$ cat config.mk
export PLATFORM = sky130hd
export DESIGN_NAME = rk4_cubic_ode_step_top
export DESIGN_NICKNAME = d
export VERILOG_FILES = /design/src/rtl/core/rk4_pkg.sv /design/src/rtl/core/rk4_fxmul.sv /design/src/rtl/core/rk4_div6.sv /design/src/rtl/core/rk4_cubic_ode_step_top.sv
export SDC_FILE = /design/constraint.sdc
export NUM_CORES = 2
export LEC_CHECK = 0
export ABC_AREA = 1
export BUFFER_PORTS_ARGS = -buffer_cell sky130_fd_sc_hd__buf_2
export CAP_MARGIN = 20
export CORE_MARGIN = 5
export CORE_UTILIZATION = 40
export CTS_CLUSTER_DIAMETER = 50
export CTS_CLUSTER_SIZE = 24
export DETAILED_ROUTE_END_ITERATION = 16
export HOLD_SLACK_MARGIN = 0.15
export PLACE_DENSITY_LB_ADDON = 0.3
export SETUP_SLACK_MARGIN = 0.05
export SYNTH_ARGS = -nofsm -noshare
export SYNTH_HDL_FRONTEND = slang
export SYNTH_SLANG_ARGS = --single-unit
$ cat constraint.sdc
create_clock -name clock -period 11.6 [get_ports clock]
set_input_delay 2.32 -clock clock [delete_from_list [all_inputs] [get_ports clock]]
set_output_delay 2.32 -clock clock [all_outputs]
set_load 0.02 [all_outputs]
$ cat src/rtl/core/rk4_pkg.sv
// Package for the RK4 cubic ODE stepper: payload structs, fixed-point widths,
// command and register codes, and the shared saturation helpers. No dependencies.
`timescale 1ns / 1ps

package rk4_pkg;

   localparam int RK4_DATA_WIDTH = 32;
   localparam int FIX_W          = 32;   // Q16.16 value width
   localparam int STEP_W         = 31;   // unsigned step size width
   localparam int FRAC_BITS      = 16;
   localparam int PROD_W         = 2 * FIX_W;
   localparam int WIDE_W         = 48;   // headroom for sums and shifted products
   localparam int ACC_W          = 35;   // k1 + 2k2 + 2k3 + k4
   localparam int DIV_W          = 36;   // biased dividend for the divide by six
   localparam int DIV_DIGIT_W    = 4;
   localparam int DIV_DIGITS     = DIV_W / DIV_DIGIT_W;
   localparam int DIV_CNT_W      = $clog2(DIV_DIGITS);
   localparam int CSR_IDX_W      = 2;

   localparam logic CMD_LOAD = 1'b0;
   localparam logic CMD_STEP = 1'b1;

   localparam logic [CSR_IDX_W-1:0] CSR_COEF_A = 2'd0;
   localparam logic [CSR_IDX_W-1:0] CSR_COEF_B = 2'd1;
   localparam logic [CSR_IDX_W-1:0] CSR_STEP_H = 2'd2;

   localparam logic [STEP_W-1:0] STEP_RESET = 31'd6554;

   localparam logic signed [PROD_W-1:0] ROUND_HALF = 64'sd1 <<< (FRAC_BITS - 1);
   // floor(t/6) = floor((t + 6*2^32)/6) - 2^32 keeps the dividend positive
   localparam logic signed [DIV_W:0]    DIV_OFFSET = 37'sh6_0000_0000;
   localparam logic signed [WIDE_W-1:0] QUOT_BIAS  = 48'sh1_0000_0000;
   localparam logic signed [ACC_W-1:0]  DIV_ROUND  = 35'sd3;

   typedef struct packed {
      logic                    command;
      logic signed [FIX_W-1:0] start_value;
   } req_type;

   typedef struct packed {
      logic signed [FIX_W-1:0] state_value;
      logic                    saturated;
   } rsp_type;

   typedef struct packed {
      logic                    clip;
      logic signed [FIX_W-1:0] value;
   } sat_type;

   typedef struct packed {
      logic             done;
      logic [DIV_W-1:0] quotient;
   } div_rsp_type;

   // Upper saturation bound; the usable width is clamped to 16..32 bits.
   function automatic logic signed [WIDE_W-1:0] sat_bound(input int w);
      int e;
      e = w;
      if (e > FIX_W) e = FIX_W;
      if (e < 16) e = 16;
      return (48'sd1 <<< (e - 1)) - 48'sd1;
   endfunction

   function automatic sat_type sat_fx(input logic signed [WIDE_W-1:0] v,
                                      input logic signed [WIDE_W-1:0] hi);
      sat_type                  r;
      logic signed [WIDE_W-1:0] lo;
      lo = -hi - 48'sd1;
      if (v > hi) begin
         r.clip  = 1'b1;
         r.value = hi[FIX_W-1:0];
      end else if (v < lo) begin
         r.clip  = 1'b1;
         r.value = lo[FIX_W-1:0];
      end else begin
         r.clip  = 1'b0;
         r.value = v[FIX_W-1:0];
      end
      return r;
   endfunction

endpackage

$ cat src/rtl/core/rk4_fxmul.sv
// Shared Q16.16 multiplier: registered 32x32 product, then round to nearest
// and saturate. Depends on rk4_pkg.
`timescale 1ns / 1ps

module rk4_fxmul
   import rk4_pkg::*;
#(
   parameter int DATA_WIDTH = RK4_DATA_WIDTH
) (
   input  logic                    clock,
   input  logic signed [FIX_W-1:0] mul_a,
   input  logic signed [FIX_W-1:0] mul_b,
   output sat_type                 mul_res
);

   localparam logic signed [WIDE_W-1:0] SAT_HI = sat_bound(DATA_WIDTH);

   logic signed [PROD_W-1:0] prod_ff;
   logic signed [PROD_W-1:0] prod_in;
   logic signed [PROD_W-1:0] rnd;
   logic signed [WIDE_W-1:0] shifted;

   assign prod_in = mul_a * mul_b;

   always_ff @(posedge clock) begin
      prod_ff <= prod_in;
   end

   // result is valid in the cycle after the operands are presented
   always_comb begin
      rnd     = prod_ff + ROUND_HALF;
      shifted = rnd[PROD_W-1:FRAC_BITS];
      mul_res = sat_fx(shifted, SAT_HI);
   end

endmodule

$ cat src/rtl/core/rk4_div6.sv
// Radix-16 digit-serial divide by six of an unsigned dividend, one quotient
// digit per cycle. Depends on rk4_pkg.
`timescale 1ns / 1ps

module rk4_div6
   import rk4_pkg::*;
(
   input  logic             clock,
   input  logic             reset,
   input  logic             div_start,
   input  logic [DIV_W-1:0] dividend,
   output div_rsp_type      div_rsp
);

   logic [DIV_W-1:0]     shreg_ff, shreg_in;
   logic [2:0]           rem_ff, rem_in;
   logic [DIV_CNT_W-1:0] cnt_ff, cnt_in;
   logic                 busy_ff, busy_in;
   logic                 done_ff, done_in;
   logic [6:0]           part;
   logic [DIV_DIGIT_W-1:0] digit;
   logic [6:0]           rem_full;

   // floor(v/6) for v < 96 as (v*43) >> 8
   function automatic logic [DIV_DIGIT_W-1:0] digit6(input logic [6:0] v);
      logic [12:0] p;
      p = {6'd0, v} * 13'd43;
      return p[11:8];
   endfunction

   always_comb begin
      part     = {rem_ff, shreg_ff[DIV_W-1 -: DIV_DIGIT_W]};
      digit    = digit6(part);
      rem_full = part - ({3'd0, digit} * 7'd6);
      shreg_in = shreg_ff;
      rem_in   = rem_ff;
      cnt_in   = cnt_ff;
      busy_in  = busy_ff;
      done_in  = 1'b0;
      if (div_start) begin
         shreg_in = dividend;
         rem_in   = 3'd0;
         cnt_in   = '0;
         busy_in  = 1'b1;
      end else if (busy_ff) begin
         shreg_in = {shreg_ff[DIV_W-DIV_DIGIT_W-1:0], digit};
         rem_in   = rem_full[2:0];
         cnt_in   = cnt_ff + 1'b1;
         if (cnt_ff == DIV_CNT_W'(DIV_DIGITS - 1)) begin
            busy_in = 1'b0;
            done_in = 1'b1;
         end
      end
   end

   always_ff @(posedge clock) begin
      if (reset) begin
         cnt_ff  <= '0;
         busy_ff <= 1'b0;
         done_ff <= 1'b0;
      end else begin
         cnt_ff  <= cnt_in;
         busy_ff <= busy_in;
         done_ff <= done_in;
      end
   end

   always_ff @(posedge clock) begin
      shreg_ff <= shreg_in;
      rem_ff   <= rem_in;
   end

   assign div_rsp.done     = done_ff;
   assign div_rsp.quotient = shreg_ff;

endmodule

$ cat src/rtl/core/rk4_cubic_ode_step_top.sv
// Top level of the RK4 stepper for dx/dt = -x^3 + a*x - b in Q16.16:
// sequencer, state and config registers. Depends on rk4_pkg, rk4_fxmul, rk4_div6.
//
//   channel  ports                                 direction  moves
//   req      req_valid req_ready req_item          in         command, start value
//   rsp      rsp_valid rsp_ready rsp_item          out        new x, saturation flag
//   csr      csr_valid csr_ready csr_index csr_data in        coef a, coef b, step h
//
// A load item is taken in the idle state; a step item runs four slope evaluations
// on the shared multiplier, then the divide by six, then the increment and update.
// Reset (synchronous) clears x and restores the register defaults.
// req_ready is high only when the sequencer is idle and the result register is
// free or being emptied; a stalled result holds the sequencer at its last state.
`timescale 1ns / 1ps

module rk4_cubic_ode_step_top
   import rk4_pkg::*;
#(
   parameter int DATA_WIDTH = RK4_DATA_WIDTH
) (
   input  logic                 clock,
   input  logic                 reset,
   input  logic                 req_valid,
   output logic                 req_ready,
   input  req_type              req_item,
   output logic                 rsp_valid,
   input  logic                 rsp_ready,
   output rsp_type              rsp_item,
   input  logic                 csr_valid,
   output logic                 csr_ready,
   input  logic [CSR_IDX_W-1:0] csr_index,
   input  logic [FIX_W-1:0]     csr_data
);

   localparam logic signed [WIDE_W-1:0] SAT_HI = sat_bound(DATA_WIDTH);
   localparam logic [1:0] STAGE_K2   = 2'd1;
   localparam logic [1:0] STAGE_K3   = 2'd2;
   localparam logic [1:0] STAGE_LAST = 2'd3;

   typedef enum logic [11:0] {
      S_IDLE     = 12'b0000_0000_0001,
      S_SQ_ISS   = 12'b0000_0000_0010,
      S_SQ_WB    = 12'b0000_0000_0100,
      S_LIN_WB   = 12'b0000_0000_1000,
      S_CUBE_WB  = 12'b0000_0001_0000,
      S_F_CALC   = 12'b0000_0010_0000,
      S_K_ISS    = 12'b0000_0100_0000,
      S_K_WB     = 12'b0000_1000_0000,
      S_DIV_ISS  = 12'b0001_0000_0000,
      S_DIV_WAIT = 12'b0010_0000_0000,
      S_INC      = 12'b0100_0000_0000,
      S_UPD      = 12'b1000_0000_0000
   } state_type;

   state_type state_ff, state_in;

   logic signed [FIX_W-1:0] x_ff, x_in;
   logic signed [FIX_W-1:0] t_ff, t_in;
   logic signed [FIX_W-1:0] sq_ff, sq_in;
   logic signed [FIX_W-1:0] lin_ff, lin_in;
   logic signed [FIX_W-1:0] cube_ff, cube_in;
   logic signed [FIX_W-1:0] f_ff, f_in;
   logic signed [FIX_W-1:0] inc_ff, inc_in;
   logic signed [ACC_W-1:0] acc_ff, acc_in;
   logic [1:0]              stage_ff, stage_in;
   logic                    clip_ff, clip_in;
   logic signed [FIX_W-1:0] coef_a_ff, coef_a_in;
   logic signed [FIX_W-1:0] coef_b_ff, coef_b_in;
   logic [STEP_W-1:0]       step_ff, step_in;
   logic                    rsp_valid_ff, rsp_valid_in;
   rsp_type                 rsp_item_ff, rsp_item_in;

   logic signed [FIX_W-1:0] mul_a, mul_b;
   sat_type                 mul_res;
   logic                    div_start;
   logic [DIV_W-1:0]        dividend;
   div_rsp_type             div_rsp;

   logic                    out_free;
   sat_type                 ld_sat, f_sat, trial_sat, inc_sat, upd_sat;
   logic signed [FIX_W-1:0] k_half;
   logic signed [ACC_W-1:0] k_term;
   logic signed [DIV_W:0]   biased;
   logic signed [WIDE_W-1:0] quot_s;

   rk4_fxmul #(
      .DATA_WIDTH(DATA_WIDTH)
   ) u_mul (
      .clock  (clock),
      .mul_a  (mul_a),
      .mul_b  (mul_b),
      .mul_res(mul_res)
   );

   rk4_div6 u_div (
      .clock    (clock),
      .reset    (reset),
      .div_start(div_start),
      .dividend (dividend),
      .div_rsp  (div_rsp)
   );

   assign out_free  = !rsp_valid_ff || rsp_ready;
   assign req_ready = (state_ff == S_IDLE) && out_free;
   assign csr_ready = 1'b1;
   assign rsp_valid = rsp_valid_ff;
   assign rsp_item  = rsp_item_ff;

   // datapath terms shared by several states
   always_comb begin
      ld_sat = sat_fx(WIDE_W'(req_item.start_value), SAT_HI);
      f_sat  = sat_fx(WIDE_W'(lin_ff) - WIDE_W'(cube_ff) - WIDE_W'(coef_b_ff), SAT_HI);
      k_half = (stage_ff == STAGE_K3) ? mul_res.value : (mul_res.value >>> 1);
      trial_sat = sat_fx(WIDE_W'(x_ff) + WIDE_W'(k_half), SAT_HI);
      // k2 and k3 count twice
      if (stage_ff == STAGE_K2 || stage_ff == STAGE_K3) begin
         k_term = ACC_W'(mul_res.value) <<< 1;
      end else begin
         k_term = ACC_W'(mul_res.value);
      end
      biased   = (DIV_W + 1)'(acc_ff + DIV_ROUND) + DIV_OFFSET;
      dividend = biased[DIV_W-1:0];
      quot_s   = signed'(WIDE_W'(div_rsp.quotient)) - QUOT_BIAS;
      inc_sat  = sat_fx(quot_s, SAT_HI);
      upd_sat  = sat_fx(WIDE_W'(x_ff) + WIDE_W'(inc_ff), SAT_HI);
   end

   // operand select for the shared multiplier
   always_comb begin
      mul_a = t_ff;
      mul_b = t_ff;
      unique case (state_ff)
         S_SQ_WB: begin
            mul_a = coef_a_ff;
         end
         S_LIN_WB: begin
            mul_a = sq_ff;
         end
         S_K_ISS: begin
            mul_a = signed'({1'b0, step_ff});
            mul_b = f_ff;
         end
         default: begin
            mul_a = t_ff;
         end
      endcase
   end

   always_comb begin
      state_in     = state_ff;
      x_in         = x_ff;
      t_in         = t_ff;
      sq_in        = sq_ff;
      lin_in       = lin_ff;
      cube_in      = cube_ff;
      f_in         = f_ff;
      inc_in       = inc_ff;
      acc_in       = acc_ff;
      stage_in     = stage_ff;
      clip_in      = clip_ff;
      rsp_item_in  = rsp_item_ff;
      rsp_valid_in = rsp_valid_ff && !rsp_ready;
      div_start    = 1'b0;

      coef_a_in = coef_a_ff;
      coef_b_in = coef_b_ff;
      step_in   = step_ff;
      if (csr_valid) begin
         unique case (csr_index)
            CSR_COEF_A: coef_a_in = signed'(csr_data);
            CSR_COEF_B: coef_b_in = signed'(csr_data);
            CSR_STEP_H: step_in   = csr_data[STEP_W-1:0];
            default:    ;
         endcase
      end

      unique case (state_ff)
         S_IDLE: begin
            if (req_valid && req_ready) begin
               if (req_item.command == CMD_STEP) begin
                  t_in     = x_ff;
                  acc_in   = '0;
                  stage_in = '0;
                  clip_in  = 1'b0;
                  state_in = S_SQ_ISS;
               end else begin
                  x_in                    = ld_sat.value;
                  rsp_item_in.state_value = ld_sat.value;
                  rsp_item_in.saturated   = ld_sat.clip;
                  rsp_valid_in            = 1'b1;
               end
            end
         end
         S_SQ_ISS: begin
            state_in = S_SQ_WB;
         end
         S_SQ_WB: begin
            sq_in    = mul_res.value;
            clip_in  = clip_ff | mul_res.clip;
            state_in = S_LIN_WB;
         end
         S_LIN_WB: begin
            lin_in   = mul_res.value;
            clip_in  = clip_ff | mul_res.clip;
            state_in = S_CUBE_WB;
         end
         S_CUBE_WB: begin
            cube_in  = mul_res.value;
            clip_in  = clip_ff | mul_res.clip;
            state_in = S_F_CALC;
         end
         S_F_CALC: begin
            f_in     = f_sat.value;
            clip_in  = clip_ff | f_sat.clip;
            state_in = S_K_ISS;
         end
         S_K_ISS: begin
            state_in = S_K_WB;
         end
         S_K_WB: begin
            acc_in = acc_ff + k_term;
            if (stage_ff == STAGE_LAST) begin
               clip_in  = clip_ff | mul_res.clip;
               state_in = S_DIV_ISS;
            end else begin
               t_in     = trial_sat.value;
               clip_in  = clip_ff | mul_res.clip | trial_sat.clip;
               stage_in = stage_ff + 2'd1;
               state_in = S_SQ_ISS;
            end
         end
         S_DIV_ISS: begin
            div_start = 1'b1;
            state_in  = S_DIV_WAIT;
         end
         S_DIV_WAIT: begin
            if (div_rsp.done) begin
               state_in = S_INC;
            end
         end
         S_INC: begin
            inc_in   = inc_sat.value;
            clip_in  = clip_ff | inc_sat.clip;
            state_in = S_UPD;
         end
         S_UPD: begin
            if (out_free) begin
               x_in                    = upd_sat.value;
               rsp_item_in.state_value = upd_sat.value;
               rsp_item_in.saturated   = clip_ff | upd_sat.clip;
               rsp_valid_in            = 1'b1;
               state_in                = S_IDLE;
            end
         end
         default: begin
            state_in = S_IDLE;
         end
      endcase
   end

   always_ff @(posedge clock) begin
      if (reset) begin
         state_ff     <= S_IDLE;
         x_ff         <= '0;
         coef_a_ff    <= '0;
         coef_b_ff    <= '0;
         step_ff      <= STEP_RESET;
         rsp_valid_ff <= 1'b0;
         stage_ff     <= '0;
         clip_ff      <= 1'b0;
      end else begin
         state_ff     <= state_in;
         x_ff         <= x_in;
         coef_a_ff    <= coef_a_in;
         coef_b_ff    <= coef_b_in;
         step_ff      <= step_in;
         rsp_valid_ff <= rsp_valid_in;
         stage_ff     <= stage_in;
         clip_ff      <= clip_in;
      end
   end

   always_ff @(posedge clock) begin
      t_ff        <= t_in;
      sq_ff       <= sq_in;
      lin_ff      <= lin_in;
      cube_ff     <= cube_in;
      f_ff        <= f_in;
      inc_ff      <= inc_in;
      acc_ff      <= acc_in;
      rsp_item_ff <= rsp_item_in;
   end

endmodule

==> results.sh <==
export IMPL_yosys_cell_types_count=66
export IMPL_layout_drive_gt1_share_pct=6.44
export IMPL_synth_seq_cells=497
export IMPL_crit_start="state_ff[6]$_SDFFE_PP0P_"
export IMPL_numCtsBuffers=59
export IMPL_cts_clk_slew_worst_paths_ns=0.08
export IMPL_cts_sinks=497
export IMPL_post_cts_buffers=0
export IMPL_async_flop_share_pct=0
export IMPL_final_core_util_pct=43.5
export IMPL_drtAntennaViolNets=0
export IMPL_slowest_stage="inv_1"
export IMPL_area_growth_pct=7.88
export IMPL_rrSetupSlack_ns=1.02
export IMPL_place_hpwl_mm=198
export IMPL_worstMarginPinSlew_ns=1.14
export IMPL_clock_skew_ns=0.0658
export IMPL_row_count=150
export IMPL_grt_pass1_vias=57520
export IMPL_multi_input_area_um2=46500
export IMPL_drv_slew=0
export IMPL_wl_met3_mm=17.8
export IMPL_htree_levels=2
export IMPL_drtIter0Drc=5093
export IMPL_dieArea_um2=177000
export IMPL_r2r_start="state_ff[6]$_SDFFE_PP0P_"
export IMPL_cts_root_buf="clkbuf_16"
export IMPL_synth_area_um2=67400
export IMPL_grt_ovfl_total=0
export IMPL_hold_path_class="reg -> reg"
export IMPL_seq_area_um2=12900
export IMPL_yosys_area_top_type_share_pct=33.3
export IMPL_wl_mm=241
export IMPL_cpPeakStageDelay_ns=0.81
export IMPL_status="complete, no violations"
export IMPL_crit_fanout=29
export IMPL_firstDrtPassIters=6
export IMPL_start_util_pct=40.3
export IMPL_synthCells=8275
export IMPL_relSlewSlack_pct=23.8
export IMPL_routedWlPerCell_um=22.8
export IMPL_vias_per_cell=5.29
export IMPL_crit_arrival_ns=11.16
export IMPL_reg2regPathDepth=35
export IMPL_dr_total_vias=55810
export IMPL_r2r_end="u_mul.prod_ff[53]$_DFF_P_"
export IMPL_wl_met2_mm=112
export IMPL_dieHeight_um=420
export IMPL_top_layer="met5"
export IMPL_yosysSeqAreaShare_pct=19.2
export IMPL_nets=9847
export IMPL_post_route_period_util_pct=91.2
export IMPL_setup_tns_ns=0
export IMPL_grt_start_max_net_pins=102
export IMPL_synth_top_cell_by_area="fa_1"
export IMPL_portBuffers=106
export IMPL_synth_warnings=0
export IMPL_crit_end="u_mul.prod_ff[53]$_DFF_P_"
export IMPL_grt_total_usage_pct=27.5
export IMPL_holdBufCountCts=0
export IMPL_rsz0062_at_grt="false"
export IMPL_cts_tree="done"
export IMPL_gp_congestion=1.00
export IMPL_ys_flop_type="edfxtp_1"
export IMPL_clk_latency_ns=0.70
export IMPL_post_cts_resized=0
export IMPL_cp_start_kind="register"
export IMPL_ios=108
export IMPL_synth_edf_count=296
export IMPL_required_ns=12.18
export IMPL_setup_violations=0
export IMPL_hold_viol=0
export IMPL_cp_common_cell="fa_1"
export IMPL_critPathKind="reg -> reg"
export IMPL_fillers=16950
export IMPL_routedLengthMet1_mm=100
export IMPL_period_needed_ns=10.58
export IMPL_dieWidth_um=420
export IMPL_antenna_found_initial=5
export IMPL_drv_cap=0
export IMPL_cts_max_path_buffers=3
export IMPL_syn_avg_cell_area_um2=8.14
export IMPL_coreArea_um2=167000
export IMPL_synth_area_top_cells="fa_1, edfxtp_1, nand2_1"
export IMPL_drc_errors=0
export IMPL_grt_first_pass_wirelength_mm=365
export IMPL_endpoint_kind="register"
export IMPL_syn_nets=9822
export IMPL_fmax_mhz=94.5
## worst max-delay path, delay by kind of cell (launching register included)
kind                       cells  cell delay (ns)
AOI/OAI and AO/OA              3             1.03
xor gates and xnor gates       1             0.17
adders and majority gates      9             4.51
buffers and inverters          9             2.57
DFF                            1             0.32
and+or+nand+nor               13             1.81
## cell families (layout without fill, tap and decap cells)
| group | count (synthesis) | count (layout) | share of synthesized area [%] |
|---|---|---|---|
| DFF | 497 | 497 | 19.2 |
| xor gates and xnor gates | 179 | 179 | 2.34 |
| buffers and inverters | 2077 | 2153 | 11.9 |
| other | 1 | 3 | 0.00557 |
| adders and majority gates | 1475 | 1475 | 39.9 |
| AOI/OAI and AO/OA | 1056 | 1056 | 8.64 |
| and+or+nand+nor | 2990 | 2990 | 18.0 |
## worst min path at each step
stage / to / cells after the start / from
finish: step_ff[27]$_SDFFE_PP0P_ / 2 / step_ff[27]$_SDFFE_PP0P_
global route: step_ff[29]$_SDFFE_PP0P_ / 2 / step_ff[29]$_SDFFE_PP0P_
CTS: step_ff[14]$_SDFFE_PP0P_ / 2 / step_ff[14]$_SDFFE_PP0P_
detailed placement: step_ff[17]$_SDFFE_PP0P_ / 2 / step_ff[17]$_SDFFE_PP0P_
global placement: step_ff[14]$_SDFFE_PP0P_ / 2 / step_ff[14]$_SDFFE_PP0P_
floorplan: step_ff[19]$_SDFFE_PP0P_ / 2 / step_ff[19]$_SDFFE_PP0P_
## cells in the mapped netlist (36+ instances only)
cell         n
xnor2_1     51
dfxtp_1    201
fa_1      1122
clkbuf_1   135
o21ai_1     79
nand3_1    170
o21ai_0    366
buf_2      120
nor2_1     805
inv_1     1751
a21oi_1    422
nand2_2     39
xor2_1     127
nand2_1   1771
nand4_1     47
ha_1       353
edfxtp_1   296
inv_2       36
nor3_1      54
## per-stage QoR
stage               hold slack, ns  worst slack (ns)  instances  area, µm²
floorplan                    0.430              2.85       8275      67400
global placement             0.443              1.32      10442      70500
detailed placement           0.450              1.16      10442      70500
CTS                          0.461              1.10      10554      72600
global route                 0.476             0.672      10555      72700
finish                       0.464              1.02      10557      72700
## metal layers
metal / GRT usage [%] / up-vias
met4: 10.1 / 4
met3: 4.15 / 388
met5: 0 / -
met2: 45.0 / 2182
met1: 37.1 / 27955
li1: - / 25281
## area by class of cell
type,instances,share of cell area (%)
Multi-Input combinational cell,5701,64.0
Antenna cell,2,0.00689
Clock inverter,49,0.840
Inverter,1798,9.29
Clock buffer,63,2.07
Timing Repair Buffer,243,2.20
Sequential cell,497,17.8
Tap cell,2204,3.79
## layout by cell type (no fill, tap or decap), drive strengths merged, types with 127 or more instances in the layout
| cell type | n |
|---|---|
| nand2 | 1812 |
| nand3 | 175 |
| edfxtp | 296 |
| xor2 | 127 |
| inv | 1810 |
| fa | 1122 |
| a21oi | 425 |
| o21ai | 464 |
| buf | 243 |
| ha | 353 |
| nor2 | 823 |
| dfxtp | 201 |
## flip-flops by register name, indices dropped and copies added (netlist names), 2 cells and up
name and cells:
u_div.cnt_ff 4, rsp_item 33, stage_ff 2, coef_a_ff 32
cube_ff 32, u_mul.prod_ff 49, step_ff 31, state_ff 12
t_ff 32, u_div.rem_ff 3, sq_ff 32, lin_ff 32
inc_ff 32, x_ff 32, acc_ff 35, u_div.shreg_ff 36
f_ff 32, coef_b_ff 32
Power is not shown: default switching activity piles up to over one toggle a cycle in this logic, so the estimate is an artifact.
